===== config.mk =====
export PLATFORM = sky130hd
export DESIGN_NAME = integer_to_ascii_formatter_flat
export DESIGN_NICKNAME = d
export VERILOG_FILES = /design/src/rtl/core/ita_pkg.sv /design/src/rtl/core/ita_if.sv /design/src/rtl/core/ita_front.sv /design/src/rtl/core/ita_queue.sv /design/src/rtl/core/ita_back.sv /design/src/rtl/core/integer_to_ascii_formatter.sv /design/src/flat_wrapper.sv
export SDC_FILE = /design/constraint.sdc
export NUM_CORES = 2
export LEC_CHECK = 0
export BUFFER_PORTS_ARGS = -buffer_cell sky130_fd_sc_hd__buf_2
export CAP_MARGIN = 20
export CORE_ASPECT_RATIO = 1.5
export CORE_MARGIN = 4
export CORE_UTILIZATION = 25
export DETAILED_ROUTE_END_ITERATION = 8
export MAX_ROUTING_LAYER = met4
export SYNTH_ARGS = -nofsm -noshare
export SYNTH_HDL_FRONTEND = slang
export SYNTH_SLANG_ARGS = --single-unit

===== constraint.sdc =====
create_clock -name clk -period 21.1 [get_ports clk]
set_input_delay 1.055 -clock clk [delete_from_list [all_inputs] [get_ports clk]]
set_output_delay 1.055 -clock clk [all_outputs]
set_load 0.1 [all_outputs]

===== src/rtl/core/ita_pkg.sv =====
// integer to ascii formatter: shared types, register codes, character constants
// and the digit-to-character function; no dependencies
`timescale 1ns / 1ps

package ita_pkg;

	// fixed field widths
	localparam int VALUE_W    = 64;
	localparam int CNT_W      = 7;
	localparam int BASE_W     = 5;
	localparam int DIGIT_W    = 4;
	localparam int CHAR_W     = 8;
	localparam int CFG_IDX_W  = 3;
	localparam int CFG_DATA_W = 7;

	// long division: quotient bits resolved per cycle
	localparam int DIV_BITS   = 8;
	localparam int DIV_STEPS  = VALUE_W / DIV_BITS;
	localparam int STEP_W     = $clog2(DIV_STEPS);

	// register indexes
	typedef enum logic [CFG_IDX_W-1:0] {
		REG_NUMBER_BASE = 3'd0,
		REG_FIELD_WIDTH = 3'd1,
		REG_MIN_DIGITS  = 3'd2,
		REG_PAD_MODE    = 3'd3,
		REG_SIGN_MODE   = 3'd4,
		REG_SHOW_PREFIX = 3'd5,
		REG_UPPER_CASE  = 3'd6,
		REG_MAX_LENGTH  = 3'd7
	} reg_idx_t;

	// pad modes, code 3 behaves as right alignment
	localparam logic [1:0] PAD_RIGHT = 2'd0;
	localparam logic [1:0] PAD_ZERO  = 2'd1;
	localparam logic [1:0] PAD_LEFT  = 2'd2;

	// sign modes
	localparam logic [1:0] SIGN_NONE  = 2'd0;
	localparam logic [1:0] SIGN_MINUS = 2'd1;
	localparam logic [1:0] SIGN_PLUS  = 2'd2;
	localparam logic [1:0] SIGN_SPACE = 2'd3;

	// characters
	localparam logic [CHAR_W-1:0] CH_NUL   = 8'h00;
	localparam logic [CHAR_W-1:0] CH_SPACE = 8'h20;
	localparam logic [CHAR_W-1:0] CH_PLUS  = 8'h2B;
	localparam logic [CHAR_W-1:0] CH_MINUS = 8'h2D;
	localparam logic [CHAR_W-1:0] CH_ZERO  = 8'h30;
	localparam logic [CHAR_W-1:0] CH_UP_A  = 8'h41;
	localparam logic [CHAR_W-1:0] CH_LO_A  = 8'h61;
	localparam logic [CHAR_W-1:0] CH_UP_X  = 8'h58;
	localparam logic [CHAR_W-1:0] CH_LO_X  = 8'h78;

	// register file contents
	typedef struct packed {
		logic [BASE_W-1:0] number_base;
		logic [CNT_W-1:0]  field_width;
		logic [CNT_W-1:0]  min_digits;
		logic [1:0]        pad_mode;
		logic [1:0]        sign_mode;
		logic              show_prefix;
		logic              upper_case;
		logic [CNT_W-1:0]  max_length;
	} cfg_t;

	// one formatted value, lengths of each run of the text
	typedef struct packed {
		logic [CNT_W-1:0]  lead;
		logic [CHAR_W-1:0] sign_char;
		logic              has_sign;
		logic [1:0]        pfx_len;
		logic [CNT_W-1:0]  zeros;
		logic [CNT_W-1:0]  place;
		logic [CNT_W-1:0]  trail;
		logic [CNT_W-1:0]  n_out;
		logic              upper;
	} job_t;

	// digit value to ascii
	function automatic logic [CHAR_W-1:0] digit_ascii(input logic [DIGIT_W-1:0] d,
			input logic upper);
		logic [CHAR_W-1:0] base_ch;
		logic [CHAR_W-1:0] ext;
		ext = {{(CHAR_W-DIGIT_W){1'b0}}, d};
		base_ch = upper ? CH_UP_A : CH_LO_A;
		if (d < 4'd10)
			return CH_ZERO + ext;
		else
			return base_ch + ext - 8'd10;
	endfunction

endpackage


===== src/rtl/core/ita_if.sv =====
// integer to ascii formatter: input and output channel interfaces
// depends on ita_pkg
`timescale 1ns / 1ps

interface ita_in_if;
	import ita_pkg::*;
	logic                      valid;
	logic                      ready;
	logic signed [VALUE_W-1:0] value;

	modport source (output valid, output value, input ready);
	modport sink   (input valid, input value, output ready);
endinterface

interface ita_out_if;
	import ita_pkg::*;
	logic              valid;
	logic              ready;
	logic [CHAR_W-1:0] out_char;
	logic              last_char;

	modport source (output valid, output out_char, output last_char, input ready);
	modport sink   (input valid, input out_char, input last_char, output ready);
endinterface


===== src/rtl/core/ita_front.sv =====
// integer to ascii formatter front: takes a word, works out sign and prefix,
// converts the magnitude to digits and sizes every run; depends on ita_pkg, ita_if
`timescale 1ns / 1ps

module ita_front #(
	parameter int MAX_DIGITS    = 64,
	parameter int MAX_OUT_CHARS = 64
) (
	input  logic                                    clk,
	input  logic                                    arst_n,
	ita_in_if.sink                                  in_ch,
	input  ita_pkg::cfg_t                           cfg,
	output logic                                    push_valid,
	input  logic                                    push_ready,
	output ita_pkg::job_t                           push_job,
	output logic [ita_pkg::DIGIT_W*MAX_DIGITS-1:0]  push_digits
);
	import ita_pkg::*;

	localparam int DGW = DIGIT_W * MAX_DIGITS;

	typedef enum logic [1:0] {F_IDLE, F_DIV, F_CALC, F_PUSH} f_state_t;

	f_state_t            state_q;
	logic [VALUE_W-1:0]  dv_q;
	logic [BASE_W-1:0]   rem_q;
	logic [STEP_W-1:0]   step_q;
	logic [CNT_W-1:0]    place_q;
	logic [DGW-1:0]      digits_q;
	logic [BASE_W-1:0]   base_q;
	logic [CHAR_W-1:0]   sign_char_q;
	logic                has_sign_q;
	logic [1:0]          pfx_q;
	job_t                job_q;

	// accept-time classification
	logic [VALUE_W-1:0]  val_u;
	logic                neg_c;
	logic [VALUE_W-1:0]  mag_c;
	logic [CHAR_W-1:0]   sign_char_c;
	logic [BASE_W-1:0]   base_c;
	logic [1:0]          pfx_c;

	always_comb begin
		val_u = in_ch.value;
		neg_c = val_u[VALUE_W-1] && (cfg.sign_mode != SIGN_NONE);
		mag_c = neg_c ? (VALUE_W'(0) - val_u) : val_u;
		case (cfg.sign_mode)
			SIGN_NONE:  sign_char_c = CH_NUL;
			SIGN_MINUS: sign_char_c = neg_c ? CH_MINUS : CH_NUL;
			SIGN_PLUS:  sign_char_c = neg_c ? CH_MINUS : CH_PLUS;
			default:    sign_char_c = neg_c ? CH_MINUS : CH_SPACE;
		endcase
		if (cfg.number_base < 5'd2)
			base_c = 5'd2;
		else if (cfg.number_base > 5'd16)
			base_c = 5'd16;
		else
			base_c = cfg.number_base;
		if (cfg.show_prefix && base_c == 5'd16)
			pfx_c = 2'd2;
		else if (cfg.show_prefix && base_c == 5'd8)
			pfx_c = 2'd1;
		else
			pfx_c = 2'd0;
	end

	// restoring long division, DIV_BITS quotient bits per cycle
	logic [BASE_W-1:0]   r_n;
	logic [VALUE_W-1:0]  d_n;

	always_comb begin
		r_n = rem_q;
		d_n = dv_q;
		for (int i = 0; i < DIV_BITS; i++) begin
			r_n = {r_n[BASE_W-2:0], d_n[VALUE_W-1]};
			d_n = {d_n[VALUE_W-2:0], 1'b0};
			if (r_n >= base_q) begin
				r_n    = r_n - base_q;
				d_n[0] = 1'b1;
			end
		end
	end

	// run lengths once the digit count is known
	logic [CNT_W-1:0]    wide_c;
	logic signed [8:0]   slack_c;
	logic signed [8:0]   zf_c;
	logic [CNT_W-1:0]    lead_c;
	logic [CNT_W-1:0]    trail_c;
	logic [CNT_W-1:0]    zeros_c;
	logic [8:0]          total_c;
	logic [CNT_W-1:0]    limit_c;
	logic [CNT_W-1:0]    nout_c;

	always_comb begin
		wide_c  = (cfg.min_digits > place_q) ? cfg.min_digits : place_q;
		slack_c = $signed({2'b00, cfg.field_width}) - $signed({2'b00, wide_c})
			- $signed({8'd0, has_sign_q}) - $signed({7'd0, pfx_q});
		zf_c    = $signed({2'b00, cfg.min_digits}) - $signed({2'b00, place_q});
		if (cfg.pad_mode == PAD_ZERO) begin
			if (zf_c < 0)
				zf_c = '0;
			zf_c    = zf_c + slack_c;
			slack_c = '0;
		end
		lead_c  = (cfg.pad_mode != PAD_LEFT && slack_c > 0) ? slack_c[CNT_W-1:0] : '0;
		trail_c = (cfg.pad_mode == PAD_LEFT && slack_c > 0) ? slack_c[CNT_W-1:0] : '0;
		zeros_c = (zf_c > 0) ? zf_c[CNT_W-1:0] : '0;
		total_c = 9'(lead_c) + 9'(has_sign_q) + 9'(pfx_q) + 9'(zeros_c)
			+ 9'(place_q) + 9'(trail_c);
		limit_c = (cfg.max_length > CNT_W'(MAX_OUT_CHARS)) ? CNT_W'(MAX_OUT_CHARS)
			: cfg.max_length;
		nout_c  = (total_c < {2'b00, limit_c}) ? total_c[CNT_W-1:0] : limit_c;
	end

	// control sequence
	always_ff @(posedge clk or negedge arst_n) begin
		if (!arst_n) begin
			state_q <= F_IDLE;
			step_q  <= '0;
			place_q <= '0;
		end else begin
			unique case (state_q)
				F_IDLE: begin
					if (in_ch.valid) begin
						step_q  <= '0;
						place_q <= '0;
						state_q <= F_DIV;
					end
				end
				F_DIV: begin
					if (step_q == STEP_W'(DIV_STEPS - 1)) begin
						step_q  <= '0;
						place_q <= place_q + 1'b1;
						if (d_n == '0 || place_q == CNT_W'(MAX_DIGITS - 1))
							state_q <= F_CALC;
					end else begin
						step_q <= step_q + 1'b1;
					end
				end
				F_CALC: begin
					state_q <= F_PUSH;
				end
				F_PUSH: begin
					if (push_ready)
						state_q <= F_IDLE;
				end
				default: state_q <= F_IDLE;
			endcase
		end
	end

	// datapath registers
	always_ff @(posedge clk) begin
		if (state_q == F_IDLE && in_ch.valid) begin
			dv_q        <= mag_c;
			rem_q       <= '0;
			base_q      <= base_c;
			sign_char_q <= sign_char_c;
			has_sign_q  <= (sign_char_c != CH_NUL);
			pfx_q       <= pfx_c;
		end else if (state_q == F_DIV) begin
			dv_q <= d_n;
			if (step_q == STEP_W'(DIV_STEPS - 1)) begin
				rem_q    <= '0;
				digits_q <= {digits_q[DGW-DIGIT_W-1:0], r_n[DIGIT_W-1:0]};
			end else begin
				rem_q <= r_n;
			end
		end
		if (state_q == F_CALC) begin
			job_q.lead      <= lead_c;
			job_q.sign_char <= sign_char_q;
			job_q.has_sign  <= has_sign_q;
			job_q.pfx_len   <= pfx_q;
			job_q.zeros     <= zeros_c;
			job_q.place     <= place_q;
			job_q.trail     <= trail_c;
			job_q.n_out     <= nout_c;
			job_q.upper     <= cfg.upper_case;
		end
	end

	assign in_ch.ready = (state_q == F_IDLE);
	assign push_valid  = (state_q == F_PUSH);
	assign push_job    = job_q;
	assign push_digits = digits_q;

endmodule


===== src/rtl/core/ita_queue.sv =====
// integer to ascii formatter: short register queue between front and back
// depends on nothing
`timescale 1ns / 1ps

module ita_queue #(
	parameter int WIDTH = 8,
	parameter int DEPTH = 2
) (
	input  logic             clk,
	input  logic             arst_n,
	input  logic             push_valid,
	output logic             push_ready,
	input  logic [WIDTH-1:0] push_data,
	output logic             pop_valid,
	input  logic             pop_ready,
	output logic [WIDTH-1:0] pop_data
);
	localparam int PTR_W = (DEPTH > 1) ? $clog2(DEPTH) : 1;
	localparam int CNT_W = $clog2(DEPTH + 1);

	logic [WIDTH-1:0] mem_q [DEPTH];
	logic [PTR_W-1:0] wr_ptr_q;
	logic [PTR_W-1:0] rd_ptr_q;
	logic [CNT_W-1:0] count_q;
	logic             do_push;
	logic             do_pop;

	assign push_ready = (count_q != CNT_W'(DEPTH));
	assign pop_valid  = (count_q != '0);
	assign do_push    = push_valid && push_ready;
	assign do_pop     = pop_valid && pop_ready;
	assign pop_data   = mem_q[rd_ptr_q];

	// pointers and fill level
	always_ff @(posedge clk or negedge arst_n) begin
		if (!arst_n) begin
			wr_ptr_q <= '0;
			rd_ptr_q <= '0;
			count_q  <= '0;
		end else begin
			if (do_push)
				wr_ptr_q <= (wr_ptr_q == PTR_W'(DEPTH - 1)) ? '0 : wr_ptr_q + 1'b1;
			if (do_pop)
				rd_ptr_q <= (rd_ptr_q == PTR_W'(DEPTH - 1)) ? '0 : rd_ptr_q + 1'b1;
			if (do_push && !do_pop)
				count_q <= count_q + 1'b1;
			else if (do_pop && !do_push)
				count_q <= count_q - 1'b1;
		end
	end

	// storage
	always_ff @(posedge clk) begin
		if (do_push)
			mem_q[wr_ptr_q] <= push_data;
	end

endmodule


===== src/rtl/core/ita_back.sv =====
// integer to ascii formatter back: walks the runs of one value and sends
// one character per word; depends on ita_pkg, ita_if
`timescale 1ns / 1ps

module ita_back #(
	parameter int MAX_DIGITS = 64
) (
	input  logic                                    clk,
	input  logic                                    arst_n,
	input  logic                                    pop_valid,
	output logic                                    pop_ready,
	input  ita_pkg::job_t                           pop_job,
	input  logic [ita_pkg::DIGIT_W*MAX_DIGITS-1:0]  pop_digits,
	ita_out_if.source                               out_ch
);
	import ita_pkg::*;

	localparam int DGW = DIGIT_W * MAX_DIGITS;

	typedef enum logic [2:0] {
		B_IDLE, B_LEAD, B_SIGN, B_PFX, B_ZERO, B_DIGIT, B_TRAIL
	} b_state_t;

	b_state_t          state_q;
	logic [CNT_W-1:0]  cnt_q;
	logic [CNT_W-1:0]  rem_q;
	logic              ovalid_q;
	logic [CHAR_W-1:0] ochar_q;
	logic              olast_q;
	job_t              job_q;
	logic [DGW-1:0]    digits_q;

	logic              can_emit;
	logic              fire;
	logic [CHAR_W-1:0] cur_char;

	assign can_emit  = !ovalid_q || out_ch.ready;
	assign fire      = (state_q != B_IDLE) && (rem_q != '0) && (cnt_q != '0) && can_emit;
	assign pop_ready = (state_q == B_IDLE);

	// character of the current run
	always_comb begin
		case (state_q) inside
			B_LEAD, B_TRAIL: cur_char = CH_SPACE;
			B_SIGN:          cur_char = job_q.sign_char;
			B_PFX:           cur_char = (cnt_q == CNT_W'(job_q.pfx_len)) ? CH_ZERO
				: (job_q.upper ? CH_UP_X : CH_LO_X);
			B_ZERO:          cur_char = CH_ZERO;
			B_DIGIT:         cur_char = digit_ascii(digits_q[DIGIT_W-1:0], job_q.upper);
			default:         cur_char = CH_NUL;
		endcase
	end

	// run sequencer and output register
	always_ff @(posedge clk or negedge arst_n) begin
		if (!arst_n) begin
			state_q  <= B_IDLE;
			cnt_q    <= '0;
			rem_q    <= '0;
			ovalid_q <= 1'b0;
			ochar_q  <= '0;
			olast_q  <= 1'b0;
		end else begin
			if (fire) begin
				ovalid_q <= 1'b1;
				ochar_q  <= cur_char;
				olast_q  <= (rem_q == CNT_W'(1));
			end else if (out_ch.ready) begin
				ovalid_q <= 1'b0;
			end
			unique case (state_q)
				B_IDLE: begin
					if (pop_valid) begin
						cnt_q   <= pop_job.lead;
						rem_q   <= pop_job.n_out;
						state_q <= B_LEAD;
					end
				end
				default: begin
					if (rem_q == '0) begin
						state_q <= B_IDLE;
					end else if (cnt_q == '0) begin
						unique case (state_q)
							B_LEAD: begin
								cnt_q   <= CNT_W'(job_q.has_sign);
								state_q <= B_SIGN;
							end
							B_SIGN: begin
								cnt_q   <= CNT_W'(job_q.pfx_len);
								state_q <= B_PFX;
							end
							B_PFX: begin
								cnt_q   <= job_q.zeros;
								state_q <= B_ZERO;
							end
							B_ZERO: begin
								cnt_q   <= job_q.place;
								state_q <= B_DIGIT;
							end
							B_DIGIT: begin
								cnt_q   <= job_q.trail;
								state_q <= B_TRAIL;
							end
							default: state_q <= B_IDLE;
						endcase
					end else if (fire) begin
						cnt_q <= cnt_q - 1'b1;
						rem_q <= rem_q - 1'b1;
					end
				end
			endcase
		end
	end

	// job copy and digit shift line, most significant digit at the bottom
	always_ff @(posedge clk) begin
		if (state_q == B_IDLE && pop_valid) begin
			job_q    <= pop_job;
			digits_q <= pop_digits;
		end else if (fire && state_q == B_DIGIT) begin
			digits_q <= {{DIGIT_W{1'b0}}, digits_q[DGW-1:DIGIT_W]};
		end
	end

	assign out_ch.valid     = ovalid_q;
	assign out_ch.out_char  = ochar_q;
	assign out_ch.last_char = olast_q;

endmodule


===== src/rtl/core/integer_to_ascii_formatter.sv =====
// integer to ascii formatter top level: register file, front, queue and back
// depends on ita_pkg, ita_if, ita_front, ita_queue, ita_back
//
//  port       | dir | handshake       | contents
//  -----------+-----+-----------------+-------------------------------------
//  in_ch      | in  | valid / ready   | value, 64-bit signed integer
//  out_ch     | out | valid / ready   | out_char (ascii), last_char
//  cfg_*      | in  | cfg_we only     | cfg_index selects, cfg_data writes
//
// the front accepts a word, converts it digit by digit in its long-division unit
// (8 quotient bits a cycle), then sizes the runs and hands the word over.
// the back sends one character per cycle while the output is ready; it sends
// none while it takes a word from the queue or steps between runs; front and
// back overlap through a two-word queue.
// arst_n clears control state and loads the register reset values.
// either side may stall at any time; a held output stalls the front only
// once the queue is full.
`timescale 1ns / 1ps

module integer_to_ascii_formatter #(
	parameter int MAX_DIGITS    = 64,
	parameter int MAX_OUT_CHARS = 64
) (
	input  logic                               clk,
	input  logic                               arst_n,
	ita_in_if.sink                             in_ch,
	ita_out_if.source                          out_ch,
	input  logic                               cfg_we,
	input  logic [ita_pkg::CFG_IDX_W-1:0]      cfg_index,
	input  logic [ita_pkg::CFG_DATA_W-1:0]     cfg_data
);
	import ita_pkg::*;

	localparam int DGW   = DIGIT_W * MAX_DIGITS;
	localparam int JOB_W = $bits(job_t);
	localparam int Q_W   = JOB_W + DGW;

	cfg_t            cfg_q;
	reg_idx_t        idx;

	assign idx = reg_idx_t'(cfg_index);

	// register file
	always_ff @(posedge clk or negedge arst_n) begin
		if (!arst_n) begin
			cfg_q.number_base <= 5'd10;
			cfg_q.field_width <= '0;
			cfg_q.min_digits  <= '0;
			cfg_q.pad_mode    <= PAD_RIGHT;
			cfg_q.sign_mode   <= SIGN_MINUS;
			cfg_q.show_prefix <= 1'b0;
			cfg_q.upper_case  <= 1'b0;
			cfg_q.max_length  <= 7'd64;
		end else if (cfg_we) begin
			unique case (idx)
				REG_NUMBER_BASE: cfg_q.number_base <= cfg_data[BASE_W-1:0];
				REG_FIELD_WIDTH: cfg_q.field_width <= cfg_data;
				REG_MIN_DIGITS:  cfg_q.min_digits  <= cfg_data;
				REG_PAD_MODE:    cfg_q.pad_mode    <= cfg_data[1:0];
				REG_SIGN_MODE:   cfg_q.sign_mode   <= cfg_data[1:0];
				REG_SHOW_PREFIX: cfg_q.show_prefix <= cfg_data[0];
				REG_UPPER_CASE:  cfg_q.upper_case  <= cfg_data[0];
				REG_MAX_LENGTH:  cfg_q.max_length  <= cfg_data;
				default: ;
			endcase
		end
	end

	// front to queue
	logic            f_valid;
	logic            f_ready;
	job_t            f_job;
	logic [DGW-1:0]  f_digits;

	// queue to back
	logic            b_valid;
	logic            b_ready;
	logic [Q_W-1:0]  b_data;
	job_t            b_job;
	logic [DGW-1:0]  b_digits;

	ita_front #(
		.MAX_DIGITS    (MAX_DIGITS),
		.MAX_OUT_CHARS (MAX_OUT_CHARS)
	) u_front (
		.clk         (clk),
		.arst_n      (arst_n),
		.in_ch       (in_ch),
		.cfg         (cfg_q),
		.push_valid  (f_valid),
		.push_ready  (f_ready),
		.push_job    (f_job),
		.push_digits (f_digits)
	);

	ita_queue #(
		.WIDTH (Q_W),
		.DEPTH (2)
	) u_queue (
		.clk        (clk),
		.arst_n     (arst_n),
		.push_valid (f_valid),
		.push_ready (f_ready),
		.push_data  ({f_job, f_digits}),
		.pop_valid  (b_valid),
		.pop_ready  (b_ready),
		.pop_data   (b_data)
	);

	assign b_job    = job_t'(b_data[Q_W-1:DGW]);
	assign b_digits = b_data[DGW-1:0];

	ita_back #(
		.MAX_DIGITS (MAX_DIGITS)
	) u_back (
		.clk        (clk),
		.arst_n     (arst_n),
		.pop_valid  (b_valid),
		.pop_ready  (b_ready),
		.pop_job    (b_job),
		.pop_digits (b_digits),
		.out_ch     (out_ch)
	);

endmodule


===== src/flat_wrapper.sv =====
// flat-port wrapper written by rule: the top's interface ports become plain ports
module integer_to_ascii_formatter_flat import ita_pkg::*;
#(
	parameter int MAX_DIGITS    = 64,
	parameter int MAX_OUT_CHARS = 64
)
  (clk, arst_n, cfg_we, cfg_index, cfg_data, in_ch_valid, in_ch_value, in_ch_ready, out_ch_valid, out_ch_out_char, out_ch_last_char, out_ch_ready);
  ita_in_if in_ch_i ();
  ita_out_if out_ch_i ();
  input  logic clk;
  input  logic arst_n;
  input  logic cfg_we;
  input  logic [ita_pkg::CFG_IDX_W-1:0] cfg_index;
  input  logic [ita_pkg::CFG_DATA_W-1:0] cfg_data;
  input wire logic [$bits(in_ch_i.valid)-1:0] in_ch_valid;
  input wire logic [$bits(in_ch_i.value)-1:0] in_ch_value;
  output wire logic [$bits(in_ch_i.ready)-1:0] in_ch_ready;
  output wire logic [$bits(out_ch_i.valid)-1:0] out_ch_valid;
  output wire logic [$bits(out_ch_i.out_char)-1:0] out_ch_out_char;
  output wire logic [$bits(out_ch_i.last_char)-1:0] out_ch_last_char;
  input wire logic [$bits(out_ch_i.ready)-1:0] out_ch_ready;
  assign in_ch_i.valid = in_ch_valid;
  assign in_ch_i.value = in_ch_value;
  assign in_ch_ready = in_ch_i.ready;
  assign out_ch_valid = out_ch_i.valid;
  assign out_ch_out_char = out_ch_i.out_char;
  assign out_ch_last_char = out_ch_i.last_char;
  assign out_ch_i.ready = out_ch_ready;
  integer_to_ascii_formatter #(.MAX_DIGITS(MAX_DIGITS), .MAX_OUT_CHARS(MAX_OUT_CHARS)) u_core (.clk(clk), .arst_n(arst_n), .in_ch(in_ch_i), .out_ch(out_ch_i), .cfg_we(cfg_we), .cfg_index(cfg_index), .cfg_data(cfg_data));
endmodule

# After elaboration in Yosys (flattened, before gate mapping)
# Memory sizes are Yosys's and may differ from the RTL's.
# Index checks and enable logic that the tools add are counted.
[totals]
ff_bits = 751
ram_bits = 606
out_inout_bits = 11
elab_cells = 268
memories = 1
[mem_list]
columns = ["name", "depth", "width", "read_ports", "rd_clocked_by_memory_dff", "wr", "line", "text"]
rows = [
  ["u_core.u_queue.mem_q", 2, 303, 1, 0, 1, "ita_queue.sv:21", "logic [WIDTH-1:0] mem_q [DEPTH];"],
]
[op_classes]
n_addsub = 30
order_cmp = 17
n_eq_ne = 36
n_mux = 83
bitwise_logic = 1
n_reduce_logical = 56
[ops]
columns = ["op", "n"]
rows = [
  ["256-bit two-way mux", 2],
  ["64-bit two-way mux", 3],
  ["7-bit two-way mux", 19],
  ["64-bit logical NOT", 1],
  ["1-bit by 64-bit subtractor with 64-bit output (first input constant)", 1],
  ["8-bit two-way mux", 6],
  ["5-bit greater-or-equal comparator", 8],
  ["4-bit two-way mux", 10],
  ["9-bit two-way mux", 4],
  ["7-bit one-hot mux with 5 select lines", 1],
  ["4-bit subtractor", 8],
  ["9-bit by 7-bit adder with 9-bit output", 3],
  ["3-bit equality test (second input constant)", 8],
  ["3-bit two-way mux", 7],
  ["2-bit AND reduction", 10],
  ["9-bit by 1-bit > comparator with 1-bit output (second input constant)", 2],
  ["6-bit two-way mux", 3],
  ["6-bit one-hot mux with 3 select lines", 1],
  ["2-bit nonzero test", 8],
  ["7-bit by 7-bit subtractor with 8-bit output", 2],
  ["1-bit two-way mux", 15],
  ["3-bit one-hot mux with 5 select lines", 1],
  ["1-bit logical AND", 14],
  ["7-bit logical NOT", 2],
  ["other kinds (49)", 84],
]

# Depth between registers and ports, before layout
[depth]
depth_word = 21
mapped_depth = 51

# Cells and area by module
# Synthesis repeated with hierarchy kept, for this count alone.
[hier_totals]
cells_unflattened = 3787
area_unflattened_um2 = 56929.6
[modules_own_cells]
columns = ["module", "n_inst", "cells_each", "area_each_um2", "seq_area_each_um2"]
rows = [
  ["ita_queue", 1, 961, 23137.2, 18297.5],
  ["ita_front", 1, 1392, 18516.5, 11641.2],
  ["ita_back", 1, 1360, 14004.7, 9354.0],
  ["integer_to_ascii_formatter", 1, 74, 1271.2, 805.8],
]

# Worst setup path before layout
# No wires, ideal clock.
[synth_timing]
path_type = "register -> register"
startpoint = "reg u_core.u_back.cnt_q[0]"
endpoint = "reg u_core.u_back.digits_q[0], enable pin"
arrival_time_ps = 19476
t_required_ps = 19873
path_slack_ps = 397
stages_incl_launch_ff = 10
period_less_slack_ps = 20703
path_cell_list = "dfrtp_1 > inv_1 > ha_1 > or4b_4 > or3_1 > buf_2 > nand4_1 > buf_2 > buf_2 > o21ai_0"
[synth_between]
elab_chain_len = 5
[synth_lines]
columns = ["item", "line", "text"]
rows = [
  ["start: declaration", "ita_back.sv:25", "logic [CNT_W-1:0] cnt_q;"],
  ["start signal: assignment", "ita_back.sv:74", "cnt_q <= pop_job.lead;"],
  ["start signal: assignment", "ita_back.sv:85", "cnt_q <= CNT_W'(job_q.has_sign);"],
  ["start signal: assignment", "ita_back.sv:89", "cnt_q <= CNT_W'(job_q.pfx_len);"],
  ["7-bit nonzero test", "ita_back.sv:38", "assign fire = (state_q != B_IDLE) && (rem_q != '0) && (cnt_q != '0) && can_emit;"],
  ["1-bit logical AND (2 in a row)", "ita_back.sv:38", ""],
  ["1-bit logical AND", "ita_back.sv:120", "end else if (fire && state_q == B_DIGIT) begin"],
  ["2-bit nonzero test (no source line)", "n/a", ""],
  ["end signal: assignment", "ita_back.sv:119", "digits_q <= pop_digits;"],
  ["end signal: assignment", "ita_back.sv:121", "digits_q <= {{DIGIT_W{1'b0}}, digits_q[DGW-1:DIGIT_W]};"],
  ["end: declaration", "ita_back.sv:31", "logic [DGW-1:0] digits_q;"],
]
# Every way passes these cells.
# A chain may end at the register's enable or synchronous reset.

# Worst setup path after layout
[layout_timing]
startpoint = "reg u_core.u_front.base_q[1]"
endpoint = "reg u_core.u_front.state_q[1]"
[layout_between]
elab_chain_len = 20
elab_cells_between_ends = 34
classes_between = "7 x add/sub; 8 x order compare; 1 x eq/ne; 15 x mux; 3 x reduce/logical"
[layout_lines]
columns = ["item", "line", "text"]
rows = [
  ["start: declaration", "ita_front.sv:30", "logic [BASE_W-1:0] base_q;"],
  ["start signal: assignment", "ita_front.sv:159", "base_q <= base_c;"],
  ["4-bit subtractor / 5-bit greater-or-equal comparator (equally long branches)", "ita_front.sv:79, ita_front.sv:78", ""],
  ["4-bit two-way mux", "ita_front.sv:78", "if (r_n >= base_q) begin"],
  ["4-bit subtractor / 5-bit greater-or-equal comparator (equally long branches)", "ita_front.sv:79, ita_front.sv:78", ""],
  ["4-bit two-way mux", "ita_front.sv:78", ""],
  ["4-bit subtractor / 5-bit greater-or-equal comparator (equally long branches)", "ita_front.sv:79, ita_front.sv:78", ""],
  ["4-bit two-way mux", "ita_front.sv:78", ""],
  ["5-bit greater-or-equal comparator / 4-bit subtractor (equally long branches)", "ita_front.sv:78, ita_front.sv:79", ""],
  ["4-bit two-way mux", "ita_front.sv:78", ""],
  ["[4 not listed]", "n/a", ""],
  ["4-bit subtractor / 5-bit greater-or-equal comparator (equally long branches)", "ita_front.sv:79, ita_front.sv:78", ""],
  ["4-bit two-way mux", "ita_front.sv:78", ""],
  ["5-bit greater-or-equal comparator", "ita_front.sv:78", ""],
  ["1-bit two-way mux", "ita_front.sv:78", ""],
  ["64-bit logical NOT (*)", "ita_front.sv:136", "if (d_n == '0 || place_q == CNT_W'(MAX_DIGITS - 1))"],
  ["1-bit logical OR (*)", "ita_front.sv:136", ""],
  ["2-bit inequality test (no source line) (*)", "n/a", ""],
  ["4-bit AND reduction (no source line) (*)", "n/a", ""],
  ["end signal: assignment", "ita_front.sv:137", "state_q <= F_CALC;"],
  ["end signal: assignment", "ita_front.sv:143", "state_q <= F_PUSH;"],
  ["end signal: assignment", "ita_front.sv:147", "state_q <= F_IDLE;"],
  ["end: declaration", "ita_front.sv:24", "f_state_t state_q;"],
]
# Every way passes the cells marked *; elsewhere a longest branch is shown, timed or not.

==> qor.tcl <==
set qor(track_usage_pct) 9.19
set qor(setup-tns-final_ns) 0
set qor(detailedPlace.worstSlack_ns) 6.79
set qor(routabilityCongestion) 0.839
set qor(syn-mean-instance-area_sq_um) 15.4
set qor(largest_net_degree_at_the_start_of_global_routing) 194
set qor(clock.fmax_mhz) 72.3
set qor(fp-row-count) 208
set qor(ys.flop_type) {sky130_fd_sc_hd__edfxtp_1}
set qor(cp_max_fo) 10
set qor(pwr_dens_nw_per_um2) 95.7
set qor(drt_iter0_drcs) 1579
set qor(effective_utilization_at_floorplan_pct) 25.2
set qor(synth_cell_type_count) 88
set qor(tritoncts) {done}
set qor(drtPass1Iterations) 5
set qor(end_kind) {flip-flop}
set qor(timing.final.ws_setup_ns) 7.27
set qor(synth-warning-count) 0
set qor(max_slew_margin_pct) 30.4
set qor(worst_setup_path_start_kind) {flip-flop}
set qor(cpPeakStageDelay_ns) 0.75
set qor(seq_total_area_yosys_pct) 73.4
set qor(cts_repair_resize_count) 0
set qor(outcome) {finished clean}
set qor(cts_setup_buffers) 0
set qor(clk_path_buf_depth) 3
set qor(grt_antenna_before_repair) 2
set qor(cts-buffers-inserted) 110
set qor(final-hold-violation-count) 0
set qor(worst_ir_drop_vdd_uv) 150
set qor(critical_path_arrival_ns) 14.42
set qor(dp_hpwl_mm) 61.6
set qor(net_count_of_the_mapped_netlist) 3719
set qor(synth.area.top_cells) {sky130_fd_sc_hd__edfxtp_1 70%, sky130_fd_sc_hd__mux2i_1 5.3%, sky130_fd_sc_hd__dfrtp_1 3.2%, sky130_fd_sc_hd__a21oi_1 3.2%, sky130_fd_sc_hd__nor2_1 2.7%}
set qor(ant_nets) 0
set qor(final_min_period_over_clock_period_pct) 65.5
set qor(transition_time_of_the_tightest_slew_check_pin_ns) 1.04
set qor(design.portCount) 90
set qor(worst_hold_path_type) {input port to async pin}
set qor(wl_per_cell_microns) 15.7
set qor(final_core_utilization_pct) 28.7
set qor(post_synth_inst_count) 3515
set qor(core_sq_um) 215000
set qor(synth_enable_flop_cells) 1258
set qor(num-nets-final) 3815
set qor(cts_hold_buffers) 0
set qor(clkSinkCount) 1336
set qor(crit_top_cell) {sky130_fd_sc_hd__ha_1}
set qor(flow.area_growth_from_synthesis_pct) 13.8
set qor(htree_levels) 3
set qor(worstSkewPairLatency_ns) 0.72
set qor(routed_via_density) 4.29
set qor(fin_crit_ns) 13.83
set qor(crit_family) {compound AO/OA/AOI/OAI gates}
set qor(synth.cell_area_sq_um) 54100
set qor(chipWidth_microns) 388
set qor(max_cap_viol_count) 0
set qor(fp.dieH_microns) 578
set qor(drive_above_1_share_pct) 11.4
set qor(io_buffers) 88
set qor(vias_in_the_first_global_route) 29300
set qor(grt_pass1_wl_mm) 163
set qor(slowest_stage_cell_on_the_critical_path) {sky130_fd_sc_hd__edfxtp_1}
set qor(synth_top_area_share_pct) 69.8
set qor(critical_path_required_ns) 21.69
set qor(leakage_nw) 18.4
set qor(route.final.wire_length_mm) 103
set qor(detail_route.drc_violations) 0
set qor(crit_buf_inv) 6
set qor(grt.overflow.total) 0
set qor(clock-root-buffer) {sky130_fd_sc_hd__clkbuf_16}
set qor(yosys_register_bits) 1336
set qor(yosysTopAreaCell) {sky130_fd_sc_hd__edfxtp_1}
set qor(asyncSetResetFlopFracSynth_pct) 5.54
set qor(timing_worst_setup_path_type) {flip-flop to flip-flop}
set qor(slew_viol_final) 0
set qor(fin_skew_ns) 0.0441
set qor(cts.clk_slew.worst_paths_ns) 0.07
set qor(route.vias.total) 28000
set qor(grt_setup_unrepaired) {no}
set qor(finalSetupViolations) 0
set qor(design.die.area_sq_um) 224000
==> metal layers <==
metal	wire length, microns	track usage (%)
met1	41600	10.2
met2	53600	16.5
met3	3120	1.25
met4	4380	4.04
met5	0	-
==> worst paths after layout <==
path	slack (ns)	from	end	depth (start not counted)
max	7.27	u_core.u_front.base_q[1]$_DFFE_PP_	u_core.u_front.state_q[1]$_DFFE_PN0P_	48
min	0.20	arst_n	u_core.u_back.rem_q[5]$_DFFE_PN0P_	1
max reg2reg	7.27	u_core.u_front.base_q[1]$_DFFE_PP_	u_core.u_front.state_q[1]$_DFFE_PN0P_	48
min reg2reg	0.42	u_core.u_front.sign_char_q[3]$_DFFE_PP_	u_core.u_front.push_job[35]$_DFFE_PP_	0
max in group asynchronous	20.23	arst_n	u_core.cfg_q[30]$_DFFE_PN1P_	2
min in group clk	0.42	u_core.u_front.sign_char_q[3]$_DFFE_PP_	u_core.u_front.push_job[35]$_DFFE_PP_	0
==> state kept, by name, indices dropped and copies added (netlist names) <==
name	flops
u_core.u_front.push_job	43
u_core.u_back.job_q	29
u_core.u_queue.wr_ptr_q	1
u_core.u_front.rem_q	4
u_core.u_front.has_sign_q	1
u_core.u_front.state_q	2
u_core.u_front.base_q	5
u_core.u_queue.rd_ptr_q	1
u_core.u_back.state_q	3
u_core.u_back.out_ch.out_char	7
u_core.u_queue.count_q	2
u_core.u_front.place_q	7
u_core.u_front.dv_q	64
u_core.u_front.pfx_q	2
u_core.u_back.out_ch.valid	1
u_core.u_back.out_ch.last_char	1
u_core.u_back.rem_q	7
u_core.u_queue.mem_q	598
u_core.cfg_q	32
u_core.u_front.push_digits	256
u_core.u_front.sign_char_q	4
u_core.u_back.cnt_q	7
u_core.u_front.step_q	3
u_core.u_back.digits_q	256
==> power breakdown <==
group	switching (W)	leakage (nW)	total, W	internal [W]
combinational	0.000492	5.82	0.000906	0.000414
clock	0.000960	1.78	0.00207	0.00111
sequential	0.0000133	10.8	0.00292	0.00290
==> cells in the mapped netlist (8+ instances only) <==
master / n
sky130_fd_sc_hd__or4_1: 11
sky130_fd_sc_hd__a21o_1: 26
sky130_fd_sc_hd__dfrtp_1: 70
sky130_fd_sc_hd__or3_1: 9
sky130_fd_sc_hd__nand2b_1: 23
sky130_fd_sc_hd__nand4_1: 15
sky130_fd_sc_hd__a31oi_1: 15
sky130_fd_sc_hd__inv_1: 108
sky130_fd_sc_hd__mux2_2: 92
sky130_fd_sc_hd__o21ai_0: 111
sky130_fd_sc_hd__nand2_1: 122
sky130_fd_sc_hd__a211oi_1: 9
sky130_fd_sc_hd__nand3_1: 17
sky130_fd_sc_hd__mux2i_1: 285
sky130_fd_sc_hd__clkbuf_1: 87
sky130_fd_sc_hd__nor4_1: 25
sky130_fd_sc_hd__nor3_1: 33
sky130_fd_sc_hd__ha_1: 96
sky130_fd_sc_hd__xor2_1: 31
sky130_fd_sc_hd__and2_1: 11
sky130_fd_sc_hd__buf_2: 44
sky130_fd_sc_hd__o21ai_1: 19
sky130_fd_sc_hd__o31ai_1: 9
sky130_fd_sc_hd__fa_1: 29
sky130_fd_sc_hd__nor2b_1: 18
sky130_fd_sc_hd__xnor2_1: 80
sky130_fd_sc_hd__nor2_1: 384
sky130_fd_sc_hd__a21oi_1: 345
sky130_fd_sc_hd__o21a_1: 8
sky130_fd_sc_hd__nor3b_1: 10
sky130_fd_sc_hd__edfxtp_1: 1258
==> cell families (layout without fill, tap and decap cells) <==
| kind of cell | count (synthesis) | in the layout | synth area share, % |
|---|---|---|---|
| AND/OR/NAND/NOR | 713 | 713 | 6.07 |
| XOR/XNOR | 111 | 111 | 1.80 |
| multiplexers | 377 | 377 | 7.19 |
| flip-flops | 1336 | 1336 | 73.4 |
| AO/OA/AOI/OAI | 607 | 607 | 6.39 |
| other | 1 | 2 | 0.00693 |
| adder cells (fa/ha/maj) | 125 | 125 | 3.29 |
| buffers and inverters | 245 | 437 | 1.82 |
==> per-stage QoR <==
| stage | hold WS, ns | power [W] | std cells | instance area (sq um) |
|---|---|---|---|---|
| finish | 0.196 | 0.00589 | 6543 | 61600 |
| global route | 0.167 | 0.00618 | 6543 | 61600 |
| CTS | 0.425 | 0.00597 | 6541 | 61500 |
| detailed placement | 0.413 | 0.00388 | 6333 | 57900 |
| global placement | 0.412 | 0.00386 | 6333 | 57900 |
| floorplan | 0.400 | 0.00367 | 3515 | 54100 |
==> cell type report <==
cell class | instances | area (sq um)
clock buffer | 127 | 2850
antenna | 1 | 2.50
timing repair buffer | 120 | 766
fill | 21400 | 153000
clock inverter | 81 | 823
tap | 2835 | 3550
sequential | 1336 | 39700
multi-input combinational | 1934 | 13400
inverter | 109 | 417
==> cells in the final DEF (no fill, tap or decap), drive strengths merged, types with 18 or more instances in the layout <==
cell,netlist,layout
o21ai,130,130
ha,96,96
nor4,27,27
a21o,27,27
mux2,92,92
nand2b,23,23
mux2i,285,285
edfxtp,1258,1258
a21oi,346,346
inv,108,116
dfrtp,70,70
buf,49,120
nand2,122,122
nor2,384,384
fa,29,29
clkbuf,87,127
nor2b,18,18
xnor2,80,80
xor2,31,31
clkinv,1,57
nor3,36,36
Note: power is estimated with default switching activity, not from simulation.
